===== config.mk =====
export PLATFORM = sky130hd
export DESIGN_NAME = bcr_lerp
export DESIGN_NICKNAME = d
export VERILOG_FILES = /design/src/hdl/bilinear_channel_resampler_core_defines.svh /design/src/hdl/bcr_pkg.sv /design/src/hdl/bcr_lerp.sv
export SDC_FILE = /design/constraint.sdc
export NUM_CORES = 2
export LEC_CHECK = 0
export BUFFER_PORTS_ARGS = -buffer_cell sky130_fd_sc_hd__buf_2
export CAP_MARGIN = 20
export CORE_MARGIN = 2
export CORE_UTILIZATION = 45
export CTS_CLUSTER_SIZE = 25
export DETAILED_ROUTE_END_ITERATION = 10
export GPL_TIMING_DRIVEN = 0
export PLACE_DENSITY = 0.7
export REMOVE_ABC_BUFFERS = 1
export SLEW_MARGIN = 5
export SYNTH_ARGS = -nofsm -noshare
export SYNTH_HDL_FRONTEND = slang
export SYNTH_SLANG_ARGS = --single-unit
export TNS_END_PERCENT = 50

===== constraint.sdc =====
create_clock -name aclk -period 25.2 [get_ports aclk]
set_clock_uncertainty 0.15 [all_clocks]
set_input_delay 6.3 -clock aclk [delete_from_list [all_inputs] [get_ports aclk]]
set_output_delay 6.3 -clock aclk [all_outputs]
set_load 0.02 [all_outputs]

===== src/hdl/bilinear_channel_resampler_core_defines.svh =====
// ---------------------------------------------------------------------------
// Assertion macros for the bilinear channel resampler
// ---------------------------------------------------------------------------
`ifndef BILINEAR_CHANNEL_RESAMPLER_CORE_DEFINES_SVH
`define BILINEAR_CHANNEL_RESAMPLER_CORE_DEFINES_SVH

// Same-cycle implication, checked while out of reset.
`define BCR_ASSERT_NOW(lbl, clk, rstn, ante, cons, msg) \
    lbl: assert property (@(posedge clk) disable iff (!rstn) (ante) |-> (cons)) \
        else $error(msg);

// Next-cycle implication, checked while out of reset.
`define BCR_ASSERT_NEXT(lbl, clk, rstn, ante, cons, msg) \
    lbl: assert property (@(posedge clk) disable iff (!rstn) (ante) |=> (cons)) \
        else $error(msg);

`endif


===== src/hdl/bcr_pkg.sv =====
// ---------------------------------------------------------------------------
// bcr_pkg
// Shared types and codes of the bilinear channel resampler.
// ---------------------------------------------------------------------------
`timescale 1ns / 1ps
`default_nettype none

package bcr_pkg;

    // request kinds carried in s_tuser
    localparam logic REQ_LOAD   = 1'b0;
    localparam logic REQ_SAMPLE = 1'b1;

    // configuration register indexes
    localparam int CFG_IDX_W = 3;
    localparam int CFG_DAT_W = 13;
    localparam logic [CFG_IDX_W-1:0] CFG_SRC_WIDTH    = 3'd0;
    localparam logic [CFG_IDX_W-1:0] CFG_SRC_HEIGHT   = 3'd1;
    localparam logic [CFG_IDX_W-1:0] CFG_DST_WIDTH    = 3'd2;
    localparam logic [CFG_IDX_W-1:0] CFG_DST_HEIGHT   = 3'd3;
    localparam logic [CFG_IDX_W-1:0] CFG_SRC_CHANNELS = 3'd4;
    localparam logic [CFG_IDX_W-1:0] CFG_CHANNEL_SEL  = 3'd5;

    localparam int LD_W  = 18;  // load index width
    localparam int PIX_W = 8;
    localparam int DEN_W = 14;  // twice a 13-bit destination size

    // control that travels with each item down the pipeline
    typedef struct packed {
        logic              valid;
        logic              is_sample;
        logic              err;
        logic [LD_W-1:0]   ld_addr;
        logic [PIX_W-1:0]  ld_val;
    } side_t;

endpackage

`default_nettype wire


===== src/hdl/bcr_lerp.sv =====
// ---------------------------------------------------------------------------
// bcr_lerp
// Two-stage bilinear blend: horizontal pair of lerps, then vertical lerp.
// ---------------------------------------------------------------------------
`timescale 1ns / 1ps
`default_nettype none

module bcr_lerp #(
    parameter int F = 16
) (
    input  wire logic                        aclk,
    input  wire logic                        aresetn,
    input  wire logic                        en,
    input  wire bcr_pkg::side_t              in_side,
    input  wire logic [bcr_pkg::PIX_W-1:0]   p00,
    input  wire logic [bcr_pkg::PIX_W-1:0]   p01,
    input  wire logic [bcr_pkg::PIX_W-1:0]   p10,
    input  wire logic [bcr_pkg::PIX_W-1:0]   p11,
    input  wire logic [F-1:0]                tx,
    input  wire logic [F-1:0]                ty,
    output bcr_pkg::side_t                   out_side,
    output logic signed [2*F+10:0]           out_acc
);

    localparam int TW   = F + 10;
    localparam int ACCW = 2 * F + 11;
    localparam logic signed [ACCW-1:0] HALF =
        {{(ACCW-2*F){1'b0}}, 1'b1, {(2*F-1){1'b0}}};

    logic signed [8:0]      d_top, d_bot;
    logic signed [TW-1:0]   prod_top, prod_bot, top_next, bot_next;
    logic signed [TW-1:0]   top_reg, bot_reg, diff;
    logic signed [ACCW-1:0] prod_v, acc_next, acc_reg;
    logic [F-1:0]           ty_reg;
    bcr_pkg::side_t         s1_reg, s2_reg;

    // stage 1: top = p00*2^F + (p01-p00)*tx, same for bottom row
    always_comb begin
        d_top    = $signed({1'b0, p01}) - $signed({1'b0, p00});
        d_bot    = $signed({1'b0, p11}) - $signed({1'b0, p10});
        prod_top = d_top * $signed({1'b0, tx});
        prod_bot = d_bot * $signed({1'b0, tx});
        top_next = $signed({2'b00, p00, {F{1'b0}}}) + prod_top;
        bot_next = $signed({2'b00, p10, {F{1'b0}}}) + prod_bot;
    end

    // stage 2: acc = top*2^F + (bot-top)*ty + half
    always_comb begin
        diff     = bot_reg - top_reg;
        prod_v   = diff * $signed({1'b0, ty_reg});
        acc_next = prod_v + $signed({top_reg, {F{1'b0}}}) + HALF;
    end

    always_ff @(posedge aclk) begin
        if (!aresetn) begin
            s1_reg.valid <= 1'b0;
            s2_reg.valid <= 1'b0;
        end else if (en) begin
            top_reg <= top_next;
            bot_reg <= bot_next;
            ty_reg  <= ty;
            s1_reg  <= in_side;
            acc_reg <= acc_next;
            s2_reg  <= s1_reg;
        end
    end

    assign out_side = s2_reg;
    assign out_acc  = acc_reg;

endmodule

`default_nettype wire


==> summary.txt <==
Hold Violations, Final: 0
total negative slack: 0 ns
RSZ-0062 raised after global routing: false
outcome: finished, final reports clean
delay-heaviest family, CP: adder cells
Row Count: 101
H-tree depth: 4
Worst Hold End: out_side[21]$_DFFE_PP_
clock root buffer: clkbuf_16
Avg Cell Area, Syn: 9.54 um^2
Worst Path Arrival: 13.72 ns
drt wl/cell: 15.7 um
CTS tree: done
hold_buf cts: 0
die area: 78900 um^2
# clock sinks: 169
global-route wire length before repair: 126000 um
commonest non-fill, non-tap cells in the layout: inv_1, fa_1, nand2_1, ha_1, and2_1
Reg-to-Reg End: out_acc[39]$_DFFE_PP_
Post-synth EDFFs: 167
Primary FF master, synth: edfxtp_1
Worst Max-Slew Pin Slew: 1.12 ns
Longest Clk Path Bufs: 2
Distinct cells, synth: 62
R2R cell count: 28
CP dominant cell by count: fa_1
I/O pins: 168
required time of the critical path: 25.29 ns
initial antenna violation count: 4
port buffer count: 167
Routed WL: 74500 um
most common cell after layout, fill and taps aside: inv_1
Crit Path Category: primary input to flip-flop
Clock Latency Late Sink: 0.49 ns
Die H: 281 um
final setup fails: 0
minimum clock period after layout: 13.63 ns
largest net degree at the start of global routing: 66
GRT overflow: 0
sequential fraction of the synthesis area: 0.147
Storage cell area: 5050 um^2
Final Slew Violations: 0
Placer Congestion: 0.836
Die W: 281 um
Global Route Usage Sum: 0.201
Yosys reg bits: 169
asr flop ratio synth: 0
Post-Syn Area: 34500 um^2
HPWL after DPL: 61500 um
multi-input logic area: 25900 um^2
critical-path maximum fanout: 11
post-CTS setup buffer count: 0
worst hold path type: flip-flop to flip-flop
Max-Cap Viols: 0
reg2reg start: top_reg[21]$_DFFE_PP_
Layout area overhead: 8.32%
starting DRC count in detailed routing: 1236
Peak Freq: 0.0734 GHz
CP endpoint kind: flip-flop
layout cell share with drive strength beyond 1: 0.0723
slowest CP cell: fa_1
reg2reg setup slack: 14.71 ns
vias in the first global route: 25.2k
CP Launch Type: primary input
post-DR vias/cell: 5.03
Pre-Repair DR Iteration Count: 5
max reg flops: 43
worst hold stages: 0
total CTS buffers: 17
Synth Instances: 3615
DRC Markers: 0
Clock transition at path regs: 0.09 ns
post-CTS sizing: 0
fillers: 6992
fin crit share: 0.541
Initial Util: 0.454
Nets: 4770
Bufs and invs on worst path: 4
CP peak stage delay: 0.50 ns
hold path start: s1_reg[21]$_DFFE_PP_
via count: 23.9k
Worst slew margin: 0.255
core area: 75900 um^2
ANT nets after route: 0
synth warn: 0
==> metal layers <==
layer  part of all wire  global-route usage
met5                  0                   0
met4              0.029              0.0714
met3              0.048              0.0254
met2               0.49               0.344
met1               0.43               0.261
==> synth_stat cells (4+ instances only) <==
library cell / n / share of area
inv_1: 833 / 0.091
fa_1: 659 / 0.38
nand2_1: 408 / 0.044
ha_1: 320 / 0.12
and2_1: 298 / 0.054
edfxtp_1: 167 / 0.15
clkbuf_1: 128 / 0.014
a21oi_1: 90 / 0.013
xnor2_1: 85 / 0.022
nand2b_1: 71 / 0.013
nor2b_1: 69 / 0.013
nor2_1: 64 / 0.0070
o21ai_0: 64 / 0.0093
a21o_1: 40 / 0.0087
nand3_1: 37 / 0.0054
xor2_1: 26 / 0.0066
o21a_1: 19 / 0.0041
o21bai_1: 19 / 0.0041
nor3_1: 17 / 0.0025
a311oi_1: 15 / 0.0038
nor4_1: 13 / 0.0024
a211oi_1: 12 / 0.0026
mux2i_1: 12 / 0.0035
nor3b_1: 12 / 0.0026
a211o_1: 11 / 0.0028
nand3b_1: 10 / 0.0022
or4_1: 10 / 0.0022
and3_1: 9 / 0.0016
or2_2: 9 / 0.0016
o221ai_1: 8 / 0.0020
o211ai_1: 7 / 0.0015
or3_1: 7 / 0.0013
buf_2: 6 / 0.00087
a31oi_1: 5 / 0.00091
buf_1: 5 / 0.00054
o31ai_1: 5 / 0.0011
a21boi_0: 4 / 0.00087
o22ai_1: 4 / 0.00073
o31a_1: 4 / 0.0010
==> cells by family after synthesis <==
logic type,Yosys count,synth area share
AOI/OAI and AO/OA,329,0.0630
and+or+nand+nor,1038,0.153
DFF,169,0.147
adders and majority gates,979,0.498
xor gates and xnor gates,112,0.0286
muxes,12,0.00348
buffers and inverters,976,0.107
==> per-stage QoR <==
step           std cells  hold WS [ns]  instance area, um^2  worst slack, ns  utilization
3_5_place_dp        4695         0.255                36500            11.03        0.481
6_report            4742         0.269                37400            11.57        0.492
3_3_place_gp        4671         0.250                36100            10.75        0.475
4_1_cts             4727         0.274                37200            11.56        0.489
5_1_grt             4742         0.280                37400            11.09        0.492
2_1_floorplan       3474         0.250                34000            12.03            -
==> worst max path at each step <==
| stage | depth (start not counted) | end | slack [ns] | startpoint |
|---|---|---|---|---|
| 2_1_floorplan | 30 | top_reg[25]$_DFFE_PP_ | 12.03 | p01[0] |
| 4_1_cts | 30 | bot_reg[25]$_DFFE_PP_ | 11.56 | p11[0] |
| 6_report | 29 | bot_reg[25]$_DFFE_PP_ | 11.57 | p10[0] |
| 3_5_place_dp | 30 | bot_reg[25]$_DFFE_PP_ | 11.03 | p11[0] |
| 5_1_grt | 30 | bot_reg[25]$_DFFE_PP_ | 11.09 | p11[0] |
| 3_3_place_gp | 29 | bot_reg[25]$_DFFE_PP_ | 10.75 | p11[0] |
==> cell type report <==
cell class / instances / area share
Sequential cell: 169 / 0.135
Clock inverter: 15 / 0.00579
Multi-Input combinational cell: 2470 / 0.693
Clock buffer: 17 / 0.0114
Antenna cell: 4 / 0.000268
Inverter: 835 / 0.0839
Tap cell: 1030 / 0.0345
Timing Repair Buffer: 202 / 0.0364
Power is not shown: default switching activity piles up to over one toggle a cycle in this logic, so the estimate is an artifact.
