--- config.mk ---
export PLATFORM = sky130hd
export DESIGN_NAME = bcr_div
export DESIGN_NICKNAME = d
export VERILOG_FILES = /design/src/hdl/bilinear_channel_resampler_core_defines.svh /design/src/hdl/bcr_pkg.sv /design/src/hdl/bcr_div.sv
export SDC_FILE = /design/constraint.sdc
export NUM_CORES = 2
export LEC_CHECK = 0
export BUFFER_PORTS_ARGS = -buffer_cell sky130_fd_sc_hd__buf_4
export CAP_MARGIN = 20
export CORE_ASPECT_RATIO = 1.1
export CORE_MARGIN = 1
export CORE_UTILIZATION = 60
export DETAILED_ROUTE_END_ITERATION = 7
export MAX_ROUTING_LAYER = met4
export PLACE_DENSITY = 0.77
export SLEW_MARGIN = 10
export SYNTH_ARGS = -nofsm -noshare
export SYNTH_HDL_FRONTEND = slang
export SYNTH_MEMORY_MAX_BITS = 65536
export SYNTH_SLANG_ARGS = --single-unit
--- constraint.sdc ---
create_clock -name aclk -period 73.8 [get_ports aclk]
set_clock_uncertainty 0.15 [all_clocks]
set_input_delay 3.69 -clock aclk [delete_from_list [all_inputs] [get_ports aclk]]
set_output_delay 3.69 -clock aclk [all_outputs]
set_load 0.02 [all_outputs]
--- src/hdl/bilinear_channel_resampler_core_defines.svh ---
// ---------------------------------------------------------------------------
// Assertion macros for the bilinear channel resampler
// ---------------------------------------------------------------------------
`ifndef BILINEAR_CHANNEL_RESAMPLER_CORE_DEFINES_SVH
`define BILINEAR_CHANNEL_RESAMPLER_CORE_DEFINES_SVH

// Same-cycle implication, checked while out of reset.
`define BCR_ASSERT_NOW(lbl, clk, rstn, ante, cons, msg) \
    lbl: assert property (@(posedge clk) disable iff (!rstn) (ante) |-> (cons)) \
        else $error(msg);

// Next-cycle implication, checked while out of reset.
`define BCR_ASSERT_NEXT(lbl, clk, rstn, ante, cons, msg) \
    lbl: assert property (@(posedge clk) disable iff (!rstn) (ante) |=> (cons)) \
        else $error(msg);

`endif

--- src/hdl/bcr_pkg.sv ---
// ---------------------------------------------------------------------------
// bcr_pkg
// Shared types and codes of the bilinear channel resampler.
// ---------------------------------------------------------------------------
`timescale 1ns / 1ps
`default_nettype none

package bcr_pkg;

    // request kinds carried in s_tuser
    localparam logic REQ_LOAD   = 1'b0;
    localparam logic REQ_SAMPLE = 1'b1;

    // configuration register indexes
    localparam int CFG_IDX_W = 3;
    localparam int CFG_DAT_W = 13;
    localparam logic [CFG_IDX_W-1:0] CFG_SRC_WIDTH    = 3'd0;
    localparam logic [CFG_IDX_W-1:0] CFG_SRC_HEIGHT   = 3'd1;
    localparam logic [CFG_IDX_W-1:0] CFG_DST_WIDTH    = 3'd2;
    localparam logic [CFG_IDX_W-1:0] CFG_DST_HEIGHT   = 3'd3;
    localparam logic [CFG_IDX_W-1:0] CFG_SRC_CHANNELS = 3'd4;
    localparam logic [CFG_IDX_W-1:0] CFG_CHANNEL_SEL  = 3'd5;

    localparam int LD_W  = 18;  // load index width
    localparam int PIX_W = 8;
    localparam int DEN_W = 14;  // twice a 13-bit destination size

    // control that travels with each item down the pipeline
    typedef struct packed {
        logic              valid;
        logic              is_sample;
        logic              err;
        logic [LD_W-1:0]   ld_addr;
        logic [PIX_W-1:0]  ld_val;
    } side_t;

endpackage

`default_nettype wire

--- src/hdl/bcr_div.sv ---
// ---------------------------------------------------------------------------
// bcr_div
// Pipelined restoring divider, one quotient bit per stage, x and y together.
// ---------------------------------------------------------------------------
`timescale 1ns / 1ps
`default_nettype none

module bcr_div #(
    parameter int NW  = 23,
    parameter int IPW = 11,
    parameter int F   = 16
) (
    input  wire logic                        aclk,
    input  wire logic                        aresetn,
    input  wire logic                        en,
    input  wire bcr_pkg::side_t              in_side,
    input  wire logic [NW-1:0]               in_num_x,
    input  wire logic [NW-1:0]               in_num_y,
    input  wire logic [bcr_pkg::DEN_W-1:0]   den_x,
    input  wire logic [bcr_pkg::DEN_W-1:0]   den_y,
    output bcr_pkg::side_t                   out_side,
    output logic [IPW+F-1:0]                 out_q_x,
    output logic [IPW+F-1:0]                 out_q_y
);

    localparam int QW = IPW + F;
    localparam int DW = bcr_pkg::DEN_W;

    logic [DW-1:0]   rx_in  [QW];
    logic [DW-1:0]   ry_in  [QW];
    logic [QW-1:0]   lx_in  [QW];
    logic [QW-1:0]   ly_in  [QW];
    logic [QW-1:0]   qx_in  [QW];
    logic [QW-1:0]   qy_in  [QW];
    bcr_pkg::side_t  sd_in  [QW];

    logic [DW-1:0]   rx_reg [QW];
    logic [DW-1:0]   ry_reg [QW];
    logic [QW-1:0]   lx_reg [QW];
    logic [QW-1:0]   ly_reg [QW];
    logic [QW-1:0]   qx_reg [QW];
    logic [QW-1:0]   qy_reg [QW];
    bcr_pkg::side_t  sd_reg [QW];

    // dividend is num << F; its top part is already below the divisor
    assign rx_in[0] = DW'(in_num_x >> IPW);
    assign ry_in[0] = DW'(in_num_y >> IPW);
    assign lx_in[0] = {in_num_x[IPW-1:0], {F{1'b0}}};
    assign ly_in[0] = {in_num_y[IPW-1:0], {F{1'b0}}};
    assign qx_in[0] = '0;
    assign qy_in[0] = '0;
    assign sd_in[0] = in_side;

    for (genvar k = 0; k < QW; k++) begin : g_stage
        logic [DW:0]     trial_x, trial_y;
        logic            ge_x, ge_y;
        logic [DW-1:0]   rx_next, ry_next;

        if (k > 0) begin : g_link
            assign rx_in[k] = rx_reg[k-1];
            assign ry_in[k] = ry_reg[k-1];
            assign lx_in[k] = lx_reg[k-1];
            assign ly_in[k] = ly_reg[k-1];
            assign qx_in[k] = qx_reg[k-1];
            assign qy_in[k] = qy_reg[k-1];
            assign sd_in[k] = sd_reg[k-1];
        end

        always_comb begin
            trial_x = {rx_in[k], lx_in[k][QW-1]};
            trial_y = {ry_in[k], ly_in[k][QW-1]};
            ge_x    = trial_x >= {1'b0, den_x};
            ge_y    = trial_y >= {1'b0, den_y};
            rx_next = ge_x ? DW'(trial_x - {1'b0, den_x}) : DW'(trial_x);
            ry_next = ge_y ? DW'(trial_y - {1'b0, den_y}) : DW'(trial_y);
        end

        always_ff @(posedge aclk) begin
            if (!aresetn) begin
                sd_reg[k].valid <= 1'b0;
            end else if (en) begin
                rx_reg[k] <= rx_next;
                ry_reg[k] <= ry_next;
                lx_reg[k] <= lx_in[k] << 1;
                ly_reg[k] <= ly_in[k] << 1;
                qx_reg[k] <= {qx_in[k][QW-2:0], ge_x};
                qy_reg[k] <= {qy_in[k][QW-2:0], ge_y};
                sd_reg[k] <= sd_in[k];
            end
        end
    end

    assign out_side = sd_reg[QW-1];
    assign out_q_x  = qx_reg[QW-1];
    assign out_q_y  = qy_reg[QW-1];

endmodule

`default_nettype wire

==> qor.txt <==
Outcome: completed
WL per Instance: 19.9 um
Total GRT Usage: 23.5%
Number of synthesized flops with an enable pin: 2376
Post-CTS Setup Bufs: 0
Final hold violations: 0
Final WL: 223000 um
Clock buffer depth: 3
Die Ht: 459 um
I/O Buffers: 188
Grt total ovfl: 0
Layout cells sized above 1: 14.2%
CP Capture Type: flop
Area post-placement: 0.119 mm2
Final TNS setup: 0 ns
CTS Root Cell: clkbuf_16
ANT nets after route: 0
Drt drc: 0
Crit Path Category: in -> reg
Clock latency at the later pin of the worst-skew pair: 0.91 ns
Commonest non-fill, non-tap cells in the layout: edfxtp_1 (2376), ha_1 (772), nor2_1 (570)
Slew margin rel.: 24.1%
Mapped Nets: 8983
Cell area after layout: 0.126 mm2
Tcrit/Tclk final: 11.0%
Sink Count: 2377
Cell area after synthesis: 0.114 mm2
Core box area: 0.188 mm2
Max-slew violation count: 0
Initial antenna violation count: 7
Die area: 0.191 mm2
Worst-Margin Slew: 1.14 ns
Num ports: 189
First-pass GRT wire length: 347000 um
Synthesized instance count: 8053
# fillers: 12800
Yosys warning count: 0
Fin nets: 9377
DR iter-0 viols: 4650
Required @ worst endpoint: 74.18 ns
Synth-to-Final Area Change: 11.0%
Worst-path clk slew: 0.07 ns
Max IR drop VDD: 0.0243 mV
Number of cells upsized or downsized after cts: 0
Final non-filler cell total: 11200
CP Launch Type: primary input
Drt first pass iters: 6
CTS tree: yes
# hold bufs at CTS: 0
Vias in the first global route: 66400
Fmax: 123 MHz
Post-synth cell types: 91
CTS H-tree depth: 4
Most common cell after layout, fill and taps aside: edfxtp_1
Hold WC Path Type: reg -> reg
Initial Util: 60.4%
Final-report setup violation count: 0
Vias: 66600
RD Place Congestion: 0.918
Sequential area share after synthesis: 62.7%
Post-synth top flop: edfxtp_1
FFs w/ async S/R, synth: 0%
Yosys reg bits: 2377
CP arrival: 8.53 ns
Largest register FFs: 783
CP max FO: 137
Dpl cells: 10700
Largest net degree at the start of global routing: 185
Max-cap violations: 0
RSZ-0062 raised after global routing: false
Die Width: 417 um
Drt via density: 5.95
Synthesized area per cell: 14.1 um2
CTS Buf Count: 228
Final Util: 67.1%
Crit path time final: 8.14 ns
Leak Pwr: 0.0471 uW
HPWL after detailed placement: 138000 um
# rows: 167
Cell Pwr Density: 27.4 mW/mm2
==> cell families (layout without fill, tap and decap cells) <==
group,after synthesis,after routing,share of synthesized area [%]
flops,2377,2377,62.7
xor+xnor,439,439,3.38
simple gates,1569,1569,6.67
compound gates,1903,1903,11.1
mux,546,546,5.37
buf+inv,395,983,1.38
other cells,0,7,0
fa+ha+maj,824,824,9.40
==> Yosys cell counts (13+ instances only) <==
cell | number | share of area (%)
a21oi_1 | 452 | 2.0
o22ai_1 | 27 | 0.15
fa_1 | 52 | 0.91
a41oi_1 | 16 | 0.12
mux2i_1 | 53 | 0.47
nand2_1 | 299 | 0.99
o211ai_1 | 40 | 0.26
nor2_1 | 570 | 1.9
a21boi_0 | 41 | 0.27
inv_1 | 282 | 0.93
and3_1 | 58 | 0.32
nor2b_1 | 114 | 0.63
or2_2 | 30 | 0.16
xnor2_1 | 286 | 2.2
buf_2 | 36 | 0.16
and2_1 | 22 | 0.12
edfxtp_1 | 2376 | 63
or3_1 | 21 | 0.12
a211oi_1 | 44 | 0.29
nor3b_1 | 13 | 0.086
nand4_1 | 71 | 0.39
o311ai_0 | 24 | 0.18
o21a_1 | 122 | 0.80
a2111oi_0 | 22 | 0.17
and4_1 | 19 | 0.15
o31a_1 | 20 | 0.15
o21ai_0 | 376 | 1.7
a21o_1 | 305 | 2.0
o21ba_2 | 15 | 0.13
nor4_1 | 20 | 0.11
o21bai_1 | 59 | 0.39
a31oi_1 | 85 | 0.47
nand3_1 | 117 | 0.51
a31o_2 | 18 | 0.14
clkbuf_1 | 67 | 0.22
o31ai_1 | 52 | 0.34
mux2_2 | 484 | 4.8
nand2b_1 | 92 | 0.51
nor3_1 | 71 | 0.31
ha_1 | 772 | 8.5
xor2_1 | 153 | 1.2
a211o_1 | 42 | 0.32
==> per-stage QoR <==
stage          hold WS [ns]  power [uW]  setup slack [ns]
2_1_floorplan         0.250        2290             13.80
3_3_place_gp          0.250        2270             64.67
3_5_place_dp          0.255        2290             64.42
4_1_cts               0.202        3490             65.38
5_1_grt               0.209        3610             65.31
6_report              0.209        3460             65.66
==> report_power, final <==
| part | internal (uW) | switching (uW) |
|---|---|---|
| clock | 665 | 522 |
| sequential | 1610 | 39.6 |
| combinational | 285 | 346 |
| total | 2560 | 907 |
==> worst paths after layout <==
kind | start | end | slack [ns] | cells after the start
worst max-delay path | aresetn | sd_reg[11][6]$_DFFE_PP_ | 65.66 | 8
worst min-delay path | qx_reg[15][0]$_DFFE_PP_ | qx_reg[16][1]$_DFFE_PP_ | 0.21 | 0
worst max register to register | ry_reg[0][112]$_DFFE_PP_ | ry_reg[0][127]$_DFFE_PP_ | 69.95 | 9
worst min register to register | qx_reg[15][0]$_DFFE_PP_ | qx_reg[16][1]$_DFFE_PP_ | 0.21 | 0
==> cell type report <==
| type | instances | area, um2 | share of cell area [%] |
|---|---|---|---|
| antenna | 7 | 17.5 | 0.0139 |
| clock buffer | 255 | 5830 | 4.61 |
| clock inverter | 169 | 1860 | 1.47 |
| inverter | 283 | 1060 | 0.841 |
| multi-input combinational | 5281 | 40900 | 32.4 |
| sequential | 2377 | 71400 | 56.5 |
| tap | 2535 | 3170 | 2.51 |
| timing repair buffer | 276 | 2150 | 1.70 |
==> per-layer routing <==
| layer | part of all wire, % | track usage (%) | vias to the layer above |
|---|---|---|---|
| met5 | 0 | - | - |
| met4 | 3.7 | 9.02 | 0 |
| met3 | 4.2 | 3.06 | 481 |
| met2 | 50 | 40.2 | 1550 |
| met1 | 42 | 28.5 | 32600 |
| li1 | - | - | 31900 |
==> worst max-delay path, stage by stage <==
cell    delay [ns]
buf_4         0.21
and2_4        0.70
buf_12        0.56
buf_4         0.71
buf_4         0.82
buf_4         0.42
buf_16        0.32
buf_4         0.70
(Power assumes the default switching activity.)
